$ cat src/lmsd_pkg.sv
// shared types and codes for the led matrix scan driver
package lmsd_pkg;

    // input item kinds
    localparam logic [1:0] KIND_ROW   = 2'd0;
    localparam logic [1:0] KIND_PIXEL = 2'd1;
    localparam logic [1:0] KIND_TICK  = 2'd2;

    // result kinds
    localparam logic [1:0] OUT_DATA  = 2'd0;
    localparam logic [1:0] OUT_LATCH = 2'd1;
    localparam logic [1:0] OUT_OFF   = 2'd2;

    // brightness codes
    localparam logic [1:0] BRIGHT_LOW = 2'd0;
    localparam logic [1:0] BRIGHT_MED = 2'd1;

    // register indexes
    localparam logic [1:0] REG_BRIGHTNESS = 2'd0;
    localparam logic [1:0] REG_PERIOD     = 2'd1;
    localparam logic [1:0] REG_DATA_POL   = 2'd2;
    localparam logic [1:0] REG_OE_POL     = 2'd3;

    localparam int CHUNK_BITS = 8;
    localparam int ADDR_W     = 4;
    localparam int IN_DATA_W  = 48;
    localparam int OUT_DATA_W = 16;

    // ceil(2^18 / 5): exact quotient by five for any 16-bit value
    localparam logic [15:0] DIV5_RECIP = 16'hCCCD;
    localparam int          DIV5_SHIFT = 18;

    typedef struct packed {
        logic [1:0]  brightness;
        logic [15:0] period;
        logic        data_invert;
        logic        oe_high_lit;
    } lmsd_cfg_t;

    typedef struct packed {
        logic take;
        logic load_data;
        logic load_latch;
        logic load_off;
    } lmsd_cmd_t;

    typedef struct packed {
        logic tick_refresh;
        logic tick_off;
        logic last_byte;
    } lmsd_sts_t;

endpackage

$ cat src/lmsd_ctrl.sv
// sequencing state machine and output valid for the scan driver
module lmsd_ctrl (
    input  logic              clk,
    input  logic              rst_n,
    input  logic              in_valid,
    output logic              in_ready,
    output logic              out_valid,
    input  logic              out_ready,
    input  lmsd_pkg::lmsd_sts_t sts,
    output lmsd_pkg::lmsd_cmd_t cmd
);
    import lmsd_pkg::*;

    typedef enum logic [1:0] {
        ST_IDLE,
        ST_DATA,
        ST_LATCH,
        ST_OFF
    } state_t;

    state_t state_reg, state_next;
    logic   out_valid_reg, out_valid_next;
    logic   slot_free;

    assign slot_free = !out_valid_reg || out_ready;
    assign in_ready  = (state_reg == ST_IDLE);
    assign out_valid = out_valid_reg;

    always_comb
    begin
        cmd        = '0;
        state_next = state_reg;
        unique case (state_reg)
            ST_IDLE:
            begin
                if (in_valid)
                begin
                    cmd.take = 1'b1;
                    if (sts.tick_refresh)
                        state_next = ST_DATA;
                    else if (sts.tick_off)
                        state_next = ST_OFF;
                end
            end
            ST_DATA:
            begin
                if (slot_free)
                begin
                    cmd.load_data = 1'b1;
                    if (sts.last_byte)
                        state_next = ST_LATCH;
                end
            end
            ST_LATCH:
            begin
                if (slot_free)
                begin
                    cmd.load_latch = 1'b1;
                    state_next     = ST_IDLE;
                end
            end
            ST_OFF:
            begin
                if (slot_free)
                begin
                    cmd.load_off = 1'b1;
                    state_next   = ST_IDLE;
                end
            end
            default: state_next = ST_IDLE;
        endcase

        if (cmd.load_data || cmd.load_latch || cmd.load_off)
            out_valid_next = 1'b1;
        else if (out_ready)
            out_valid_next = 1'b0;
        else
            out_valid_next = out_valid_reg;
    end

    always_ff @(posedge clk or negedge rst_n)
    begin
        if (!rst_n)
        begin
            state_reg     <= ST_IDLE;
            out_valid_reg <= 1'b0;
        end
        else
        begin
            state_reg     <= state_next;
            out_valid_reg <= out_valid_next;
        end
    end

endmodule

$ cat src/lmsd_dp.sv
// frame store, scan counters, oe timing and output register
module lmsd_dp #(
    parameter int PANEL_WIDTH  = 32,
    parameter int PANEL_HEIGHT = 16,
    parameter int SCAN_LINES   = 4
) (
    input  logic                 clk,
    input  logic                 rst_n,
    input  lmsd_pkg::lmsd_cfg_t  cfg,
    input  lmsd_pkg::lmsd_cmd_t  cmd,
    output lmsd_pkg::lmsd_sts_t  sts,
    input  logic [1:0]           kind,
    input  logic [3:0]           row_index,
    input  logic [31:0]          row_bits,
    input  logic [4:0]           pixel_x,
    input  logic [3:0]           pixel_y,
    input  logic                 pixel_on,
    output logic [1:0]           out_kind,
    output logic [7:0]           data_pins,
    output logic [1:0]           row_addr,
    output logic                 oe_pin,
    output logic                 last
);
    import lmsd_pkg::*;

    localparam int ROWS_PER_LINE = PANEL_HEIGHT / SCAN_LINES;
    localparam int CHUNK_COUNT   = PANEL_WIDTH / CHUNK_BITS;
    localparam int ROW_W   = $clog2(PANEL_HEIGHT);
    localparam int COL_W   = $clog2(PANEL_WIDTH);
    localparam int SCAN_W  = (SCAN_LINES > 1) ? $clog2(SCAN_LINES) : 1;
    localparam int SUB_W   = (ROWS_PER_LINE > 1) ? $clog2(ROWS_PER_LINE) : 1;
    localparam int CHUNK_W = (CHUNK_COUNT > 1) ? $clog2(CHUNK_COUNT) : 1;

    logic [PANEL_WIDTH-1:0] frame_reg [PANEL_HEIGHT];

    logic [SCAN_W-1:0]  scan_reg, scan_next;
    logic [15:0]        tick_reg, tick_next;
    logic [15:0]        cd_reg, cd_next;
    logic               pending_reg, pending_next;
    logic               oe_lit_reg, oe_lit_next;
    logic [SUB_W-1:0]   sub_reg, sub_next;
    logic [CHUNK_W-1:0] chunk_reg, chunk_next;

    logic [1:0] out_kind_reg;
    logic [7:0] data_reg;
    logic [1:0] addr_reg;
    logic       oe_reg;
    logic       last_reg;

    logic [ROW_W-1:0]       scan_row;
    logic [ROW_W-1:0]       rd_addr;
    logic [PANEL_WIDTH-1:0] rd_row;
    logic [7:0]             byte_bits;
    logic                   wr_en;
    logic [ROW_W-1:0]       wr_row;
    logic [PANEL_WIDTH-1:0] wr_data;
    logic [16:0]            tick_inc;
    logic [15:0]            cd_dec;
    logic                   is_tick;
    logic                   refresh;
    logic [31:0]            div5_prod;
    logic [15:0]            duty;
    logic                   dim;
    logic                   oe_level;

    // rows s+(k-1)*lines down to s for each chunk
    assign scan_row = ROW_W'(int'(sub_reg) * SCAN_LINES + int'(scan_reg));
    assign rd_addr  = cmd.take ? ROW_W'(pixel_y) : scan_row;
    assign rd_row   = frame_reg[rd_addr];
    assign byte_bits = rd_row[int'(chunk_reg) * CHUNK_BITS +: CHUNK_BITS]
                       ^ {8{cfg.data_invert}};

    assign tick_inc = {1'b0, tick_reg} + 17'd1;
    assign cd_dec   = cd_reg - 16'd1;
    assign is_tick  = (kind == KIND_TICK);
    assign refresh  = is_tick && (tick_inc >= {1'b0, cfg.period});

    assign sts.tick_refresh = refresh;
    assign sts.tick_off     = is_tick && !refresh && pending_reg && (cd_dec == 16'd0);
    assign sts.last_byte    = (sub_reg == '0) && (chunk_reg == CHUNK_W'(CHUNK_COUNT - 1));

    // duty length for the dimmed levels
    assign div5_prod = cfg.period * DIV5_RECIP;
    assign dim       = (cfg.brightness == BRIGHT_LOW) || (cfg.brightness == BRIGHT_MED);
    always_comb
    begin
        if (cfg.brightness == BRIGHT_LOW)
            duty = 16'(div5_prod >> DIV5_SHIFT);
        else
            duty = {1'b0, cfg.period[15:1]};
        if (duty == 16'd0)
            duty = 16'd1;
    end

    assign oe_level = oe_lit_reg ? cfg.oe_high_lit : !cfg.oe_high_lit;

    // frame writes
    always_comb
    begin
        wr_en   = 1'b0;
        wr_row  = ROW_W'(row_index);
        wr_data = PANEL_WIDTH'(row_bits);
        if (cmd.take)
        begin
            if (kind == KIND_ROW && int'(row_index) < PANEL_HEIGHT)
                wr_en = 1'b1;
            else if (kind == KIND_PIXEL && int'(pixel_x) < PANEL_WIDTH
                     && int'(pixel_y) < PANEL_HEIGHT)
            begin
                wr_en   = 1'b1;
                wr_row  = ROW_W'(pixel_y);
                wr_data = rd_row;
                wr_data[COL_W'(pixel_x)] = pixel_on;
            end
        end
    end

    always_comb
    begin
        scan_next    = scan_reg;
        tick_next    = tick_reg;
        cd_next      = cd_reg;
        pending_next = pending_reg;
        oe_lit_next  = oe_lit_reg;
        sub_next     = sub_reg;
        chunk_next   = chunk_reg;

        if (cmd.take && is_tick)
        begin
            if (refresh)
            begin
                tick_next  = 16'd0;
                sub_next   = SUB_W'(ROWS_PER_LINE - 1);
                chunk_next = '0;
            end
            else
            begin
                tick_next = tick_inc[15:0];
                if (pending_reg)
                begin
                    cd_next = cd_dec;
                    if (cd_dec == 16'd0)
                    begin
                        pending_next = 1'b0;
                        oe_lit_next  = 1'b0;
                    end
                end
            end
        end

        if (cmd.load_data)
        begin
            if (sub_reg == '0)
            begin
                sub_next   = SUB_W'(ROWS_PER_LINE - 1);
                chunk_next = chunk_reg + CHUNK_W'(1);
            end
            else
                sub_next = sub_reg - SUB_W'(1);
        end

        if (cmd.load_latch)
        begin
            oe_lit_next = 1'b1;
            if (int'(scan_reg) == SCAN_LINES - 1)
                scan_next = '0;
            else
                scan_next = scan_reg + SCAN_W'(1);
            if (dim && duty < cfg.period)
            begin
                cd_next      = duty;
                pending_next = 1'b1;
            end
            else
            begin
                cd_next      = 16'd0;
                pending_next = 1'b0;
            end
        end
    end

    always_ff @(posedge clk or negedge rst_n)
    begin
        if (!rst_n)
        begin
            for (int i = 0; i < PANEL_HEIGHT; i++)
                frame_reg[i] <= '0;
            scan_reg    <= '0;
            tick_reg    <= 16'd0;
            cd_reg      <= 16'd0;
            pending_reg <= 1'b0;
            oe_lit_reg  <= 1'b1;
            sub_reg     <= '0;
            chunk_reg   <= '0;
        end
        else
        begin
            if (wr_en)
                frame_reg[wr_row] <= wr_data;
            scan_reg    <= scan_next;
            tick_reg    <= tick_next;
            cd_reg      <= cd_next;
            pending_reg <= pending_next;
            oe_lit_reg  <= oe_lit_next;
            sub_reg     <= sub_next;
            chunk_reg   <= chunk_next;
        end
    end

    // output register, payload only
    always_ff @(posedge clk)
    begin
        if (cmd.load_data)
        begin
            out_kind_reg <= OUT_DATA;
            data_reg     <= byte_bits;
            addr_reg     <= 2'd0;
            oe_reg       <= oe_level;
            last_reg     <= 1'b0;
        end
        else if (cmd.load_latch)
        begin
            out_kind_reg <= OUT_LATCH;
            data_reg     <= 8'd0;
            addr_reg     <= 2'(scan_reg);
            oe_reg       <= cfg.oe_high_lit;
            last_reg     <= 1'b1;
        end
        else if (cmd.load_off)
        begin
            out_kind_reg <= OUT_OFF;
            data_reg     <= 8'd0;
            addr_reg     <= 2'd0;
            oe_reg       <= oe_level;
            last_reg     <= 1'b1;
        end
    end

    assign out_kind  = out_kind_reg;
    assign data_pins = data_reg;
    assign row_addr  = addr_reg;
    assign oe_pin    = oe_reg;
    assign last      = last_reg;

endmodule

$ cat src/led_matrix_scan_driver.sv
// top level of the led matrix scan driver: config registers, controller and datapath
//
//  channel   dir  handshake                    payload
//  s_axis    in   s_axis_tvalid/s_axis_tready  tuser kind, tdata write fields
//  m_axis    out  m_axis_tvalid/m_axis_tready  tuser out_kind, tdata pins, tlast
//  apb       in   psel/penable/pwrite/pready   paddr, pwdata, prdata
//
// a row write, pixel write or quiet tick is taken in idle and leaves the controller idle
// an oe-off tick goes to the off state, which loads its result once the output slot is free
// a refresh tick loads PANEL_WIDTH/8 * PANEL_HEIGHT/SCAN_LINES data bytes, then a latch:
// one frame row byte is read and loaded into the output register each cycle the slot is free
// reset clears the frame store at once, no clearing pass
// m_axis_tready low holds the result; writes and ticks are still taken while the controller is idle
module led_matrix_scan_driver #(
    parameter int PANEL_WIDTH  = 32,
    parameter int PANEL_HEIGHT = 16,
    parameter int SCAN_LINES   = 4
) (
    input  logic                            clk,
    input  logic                            rst_n,
    input  logic                            s_axis_tvalid,
    output logic                            s_axis_tready,
    // row_index[3:0], row_bits[35:4], pixel_x[40:36], pixel_y[44:41], pixel_on[45], zero pad
    input  logic [lmsd_pkg::IN_DATA_W-1:0]  s_axis_tdata,
    // kind[1:0]
    input  logic [1:0]                      s_axis_tuser,
    output logic                            m_axis_tvalid,
    input  logic                            m_axis_tready,
    // data_pins[7:0], row_addr[9:8], oe_pin[10], zero pad
    output logic [lmsd_pkg::OUT_DATA_W-1:0] m_axis_tdata,
    // out_kind[1:0]
    output logic [1:0]                      m_axis_tuser,
    output logic                            m_axis_tlast,
    input  logic                            psel,
    input  logic                            penable,
    input  logic                            pwrite,
    input  logic [lmsd_pkg::ADDR_W-1:0]     paddr,
    input  logic [31:0]                     pwdata,
    output logic [31:0]                     prdata,
    output logic                            pready
);
    import lmsd_pkg::*;

    logic [1:0]  brightness_reg;
    logic [15:0] period_reg;
    logic        data_pol_reg;
    logic        oe_pol_reg;
    logic        cfg_wr;
    logic [1:0]  reg_sel;

    lmsd_cfg_t cfg;
    lmsd_cmd_t cmd;
    lmsd_sts_t sts;

    logic [1:0] out_kind;
    logic [7:0] data_pins;
    logic [1:0] row_addr;
    logic       oe_pin;

    assign pready  = 1'b1;
    assign cfg_wr  = psel && penable && pwrite && pready;
    assign reg_sel = paddr[3:2];

    always_ff @(posedge clk or negedge rst_n)
    begin
        if (!rst_n)
        begin
            brightness_reg <= 2'd2;
            period_reg     <= 16'd500;
            data_pol_reg   <= 1'b1;
            oe_pol_reg     <= 1'b1;
        end
        else if (cfg_wr)
        begin
            unique case (reg_sel)
                REG_BRIGHTNESS: brightness_reg <= pwdata[1:0];
                REG_PERIOD:     period_reg     <= pwdata[15:0];
                REG_DATA_POL:   data_pol_reg   <= pwdata[0];
                REG_OE_POL:     oe_pol_reg     <= pwdata[0];
                default:        ;
            endcase
        end
    end

    always_comb
    begin
        unique case (reg_sel)
            REG_BRIGHTNESS: prdata = {30'd0, brightness_reg};
            REG_PERIOD:     prdata = {16'd0, period_reg};
            REG_DATA_POL:   prdata = {31'd0, data_pol_reg};
            REG_OE_POL:     prdata = {31'd0, oe_pol_reg};
            default:        prdata = 32'd0;
        endcase
    end

    assign cfg.brightness  = brightness_reg;
    assign cfg.period      = period_reg;
    assign cfg.data_invert = data_pol_reg;
    assign cfg.oe_high_lit = oe_pol_reg;

    lmsd_ctrl u_ctrl (
        .clk       (clk),
        .rst_n     (rst_n),
        .in_valid  (s_axis_tvalid),
        .in_ready  (s_axis_tready),
        .out_valid (m_axis_tvalid),
        .out_ready (m_axis_tready),
        .sts       (sts),
        .cmd       (cmd)
    );

    lmsd_dp #(
        .PANEL_WIDTH  (PANEL_WIDTH),
        .PANEL_HEIGHT (PANEL_HEIGHT),
        .SCAN_LINES   (SCAN_LINES)
    ) u_dp (
        .clk       (clk),
        .rst_n     (rst_n),
        .cfg       (cfg),
        .cmd       (cmd),
        .sts       (sts),
        .kind      (s_axis_tuser),
        .row_index (s_axis_tdata[3:0]),
        .row_bits  (s_axis_tdata[35:4]),
        .pixel_x   (s_axis_tdata[40:36]),
        .pixel_y   (s_axis_tdata[44:41]),
        .pixel_on  (s_axis_tdata[45]),
        .out_kind  (out_kind),
        .data_pins (data_pins),
        .row_addr  (row_addr),
        .oe_pin    (oe_pin),
        .last      (m_axis_tlast)
    );

    assign m_axis_tuser = out_kind;
    assign m_axis_tdata = {5'd0, oe_pin, row_addr, data_pins};

    // a latch closes the request's results and lights the panel
    a_latch_last: assert property (@(posedge clk) disable iff (!rst_n)
        m_axis_tvalid && m_axis_tuser == OUT_LATCH |-> m_axis_tlast)
        else $error("latch result not marked last");

    a_latch_lit: assert property (@(posedge clk) disable iff (!rst_n)
        m_axis_tvalid && m_axis_tuser == OUT_LATCH |-> m_axis_tdata[10] == oe_pol_reg)
        else $error("latch result with oe not lit");

    a_off_dark: assert property (@(posedge clk) disable iff (!rst_n)
        m_axis_tvalid && m_axis_tuser == OUT_OFF |-> m_axis_tdata[10] != oe_pol_reg)
        else $error("oe-off result with oe lit");

    a_data_not_last: assert property (@(posedge clk) disable iff (!rst_n)
        m_axis_tvalid && m_axis_tuser == OUT_DATA |-> !m_axis_tlast)
        else $error("data byte marked last");

endmodule

$ cat config.mk
export PLATFORM = sky130hd
export DESIGN_NAME = led_matrix_scan_driver
export DESIGN_NICKNAME = d
export VERILOG_FILES = /design/src/lmsd_pkg.sv /design/src/lmsd_ctrl.sv /design/src/lmsd_dp.sv /design/src/led_matrix_scan_driver.sv
export SDC_FILE = /design/constraint.sdc
export NUM_CORES = 2
export LEC_CHECK = 0
export ABC_CLOCK_PERIOD_IN_PS = 7400
export BUFFER_PORTS_ARGS = -buffer_cell sky130_fd_sc_hd__buf_2
export CORE_MARGIN = 2
export CORE_UTILIZATION = 25
export DETAILED_ROUTE_END_ITERATION = 12
export SLEW_MARGIN = 20
export SYNTH_ARGS = -nofsm -noshare
export SYNTH_HDL_FRONTEND = slang
export SYNTH_HIERARCHICAL = 1
export SYNTH_SLANG_ARGS = --single-unit
export TNS_END_PERCENT = 50
$ cat constraint.sdc
create_clock -name clk -period 7.4 [get_ports clk]
set_input_delay 1.48 -clock clk [delete_from_list [all_inputs] [get_ports clk]]
set_output_delay 1.48 -clock clk [all_outputs]
set_load 0.02 [all_outputs]
==> run summary <==
run status -> complete, no violations
Critical-path top delay cell -> dfstp_2
CP delay by family, top -> adder cells
Synth area leader -> dfrtp_1
number of flip-flops under the largest register name -> 512
reg2reg setup slack -> 0.12 ns
DRC violation count after routing -> 0
core area -> 0.137 sq mm
largest net degree at the start of global routing -> 194
CTS HTree Levels -> 3
Nets -> 3242
drt pass-1 iters -> 5
type of the worst min-delay path -> reg -> reg
Gate Count Post-Synth -> 2755
CTS tree -> built
setup repair after global routing missed its margin -> true
Die Ht -> 376 um
TritonCTS buffer count -> 68
area added between synthesis and finish -> 17.6%
Die Footprint -> 0.141 sq mm
CP most frequent cell -> fa_1
reg-to-reg critical path endpoint -> u_dp/cd_reg[13]
Arrival @ worst endpoint -> 7.73 ns
antenna violations before repair -> 13
fraction of registers with async set or reset after synthesis -> 97.6%
Worst setup SP type -> register
count of yosys warnings during synthesis -> 6
wire length per cell -> 19.5 um
type of the worst setup path -> reg -> reg
worst hold stages -> 2
violation count after the first detailed-route iteration -> 1641
Final Max Slew Viols -> 0
start point of the worst min-delay path -> u_dp/last
final non-filler cell total -> 4750
insertion delay of the later-clocked pin in the worst-skew pair -> 0.64 ns
aggregate global-route resource usage -> 13.1%
root buffer cell -> clkbuf_16
max-capacitance violation count -> 0
cts hold-fix bufs -> 0
number of enable flip-flop cells after synthesis -> 9
setup skew after layout -> 0.0433 ns
longest individual stage delay on the worst path -> 0.56 ns
first-pass GRT wire length -> 142000 um
post-synthesis sequential area ratio -> 42.8%
die boundary width -> 376 um
commonest cells in the synthesized netlist -> dfrtp_1, mux2_2, inv_1, nand2_1, ha_1
count of clock tree sinks -> 589
number of buffer and inverter stages on the critical path -> 9
most common cell in the netlist -> dfrtp_1
total of flip-flops plus latches after synthesis -> 589
detailed placer's ending HPWL -> 64800 um
critical path data required time -> 7.85 ns
Max Fclk -> 137 MHz
standard-cell row count -> 136
clock transition at the registers of the reported paths -> 0.06 ns
count of boundary I/O pins -> 147
number of buffers inserted by port buffering -> 104
remaining number of nets flagged by the antenna check after routing -> 0
depth of the worst register-to-register path -> 31
slew at the pin with the worst max-slew slack -> 1.11 ns
Hold Violations, Final -> 0
largest cells by area after synthesis -> dfrtp_1, mux2_2, mux4_2, ha_1, fa_1
largest driver fanout on the critical path -> 5
total standard cell area after synthesis -> 0.0345 sq mm
CP endpoint kind -> register
number of global-route vias before repair -> 23125
Starting Density -> 25.1%
count of different cell masters after synthesis -> 93
fraction of final layout cells sized beyond drive strength 1 -> 39.7%
end of the worst hold path -> u_dp/last
DP Cell Count -> 4615
Primary FF master, synth -> dfrtp_1
gr ovfl total -> 0
vias per cell -> 4.73
placer's final routability congestion estimate -> 0.891
final critical-path share of the clock period -> 98.4%
area share of the largest cell type after synthesis -> 41.0%
overall via count from detail_route -> 22452
Mean Syn Cell Area -> 12.5 sq um
Rel. slew slack -> 25.8%
minimum period implied by the final worst setup slack -> 7.28 ns
total routed wirelength -> 92600 um
launch point of the worst reg-to-reg path -> period_reg[2]
number of failing setup endpoints in the final timing report -> 0
worst-case clock buffer depth -> 3
## layer usage
layer  vias up  track usage (%)  wire length [um]
li1      10108                -                 -
met1     11668             18.4             43000
met2       553             19.8             41000
met3       111             3.54              6800
met4        12             3.08              1740
met5         -                0                79
## layout by cell type, fill, tap and decap left out, types with 38 or more instances in the layout
master / Yosys / routed
dfrtp_1: 565 / 560
mux2_2: 535 / 535
nand2_1: 187 / 183
inv_1: 190 / 181
ha_1: 167 / 143
mux4_2: 137 / 137
buf_4: 27 / 129
buf_2: 48 / 103
fa_1: 79 / 77
clkbuf_16: 0 / 70
nor2_1: 79 / 66
and2_1: 53 / 53
mux2i_1: 41 / 38
o21ai_0: 40 / 38
a31oi_1: 38 / 38
## metrics by stage
step	worst slack, ns	setup TNS [ns]	utilization (%)	cell area, sq um	hold WS [ns]
after floorplan	0.258	0	-	34600	0.455
after global placement	-0.0936	-1.07	27.4	37700	0.458
after detailed placement	-0.159	-1.81	27.4	37700	0.466
after CTS	0.0150	0	29.1	39900	0.481
after global routing	-0.124	-1.52	29.6	40600	0.508
final	0.122	0	29.6	40600	0.474
## final cells by class
class / count / area [sq um]
Clock inverter: 17 / 211
Tap cell: 1794 / 2240
Timing Repair Buffer: 255 / 1900
Multi-Input combinational cell: 1798 / 18700
Fill cell: 13826 / 96700
Sequential cell: 589 / 14800
Clock buffer: 104 / 2010
Inverter: 191 / 717
Antenna cell: 2 / 5.00
## timing repair
item                                    CTS  global route
hold endpoints to repair                  0             0
buffers inserted                          1             9
endpoints found under the setup margin   15            16
gates cloned                              0             1
pin swaps                                 3            62
resized for setup                         5            84
## worst max-delay path by stage
stage / end / start / cells after the start / slack [ns]
2_1_floorplan: u_dp/cd_reg[11] / period_reg[2] / 28 / 0.26
3_3_place_gp: u_dp/cd_reg[11] / period_reg[6] / 30 / -0.09
3_5_place_dp: u_dp/cd_reg[11] / period_reg[1] / 32 / -0.16
4_1_cts: u_dp/cd_reg[11] / period_reg[4] / 30 / 0.01
5_1_grt: u_dp/cd_reg[13] / period_reg[2] / 31 / -0.12
6_report: u_dp/cd_reg[13] / period_reg[2] / 31 / 0.12
## worst reg2reg max path, delay by kind of cell (launching register included)
kind | cells | cell delay [ns]
AOI/OAI and AO/OA | 6 | 1.05
xor gates and xnor gates | 1 | 0.15
adders and majority gates | 8 | 3.28
buffers and inverters | 9 | 1.11
DFF | 1 | 0.56
muxes | 1 | 0.24
and+or+nand+nor | 6 | 0.75
## cells by family after synthesis
logic type / after synthesis / share of synthesized area [%]
XOR/XNOR: 55 / 1.40
AO/OA/AOI/OAI: 285 / 5.61
other: 2 / 0.0218
flip-flops: 589 / 42.8
AND/OR/NAND/NOR: 477 / 6.84
adder cells (fa/ha/maj): 246 / 10.6
buffers and inverters: 388 / 5.10
multiplexers: 713 / 27.6
Power is not shown: default switching activity piles up to over one toggle a cycle in this logic, so the estimate is an artifact.
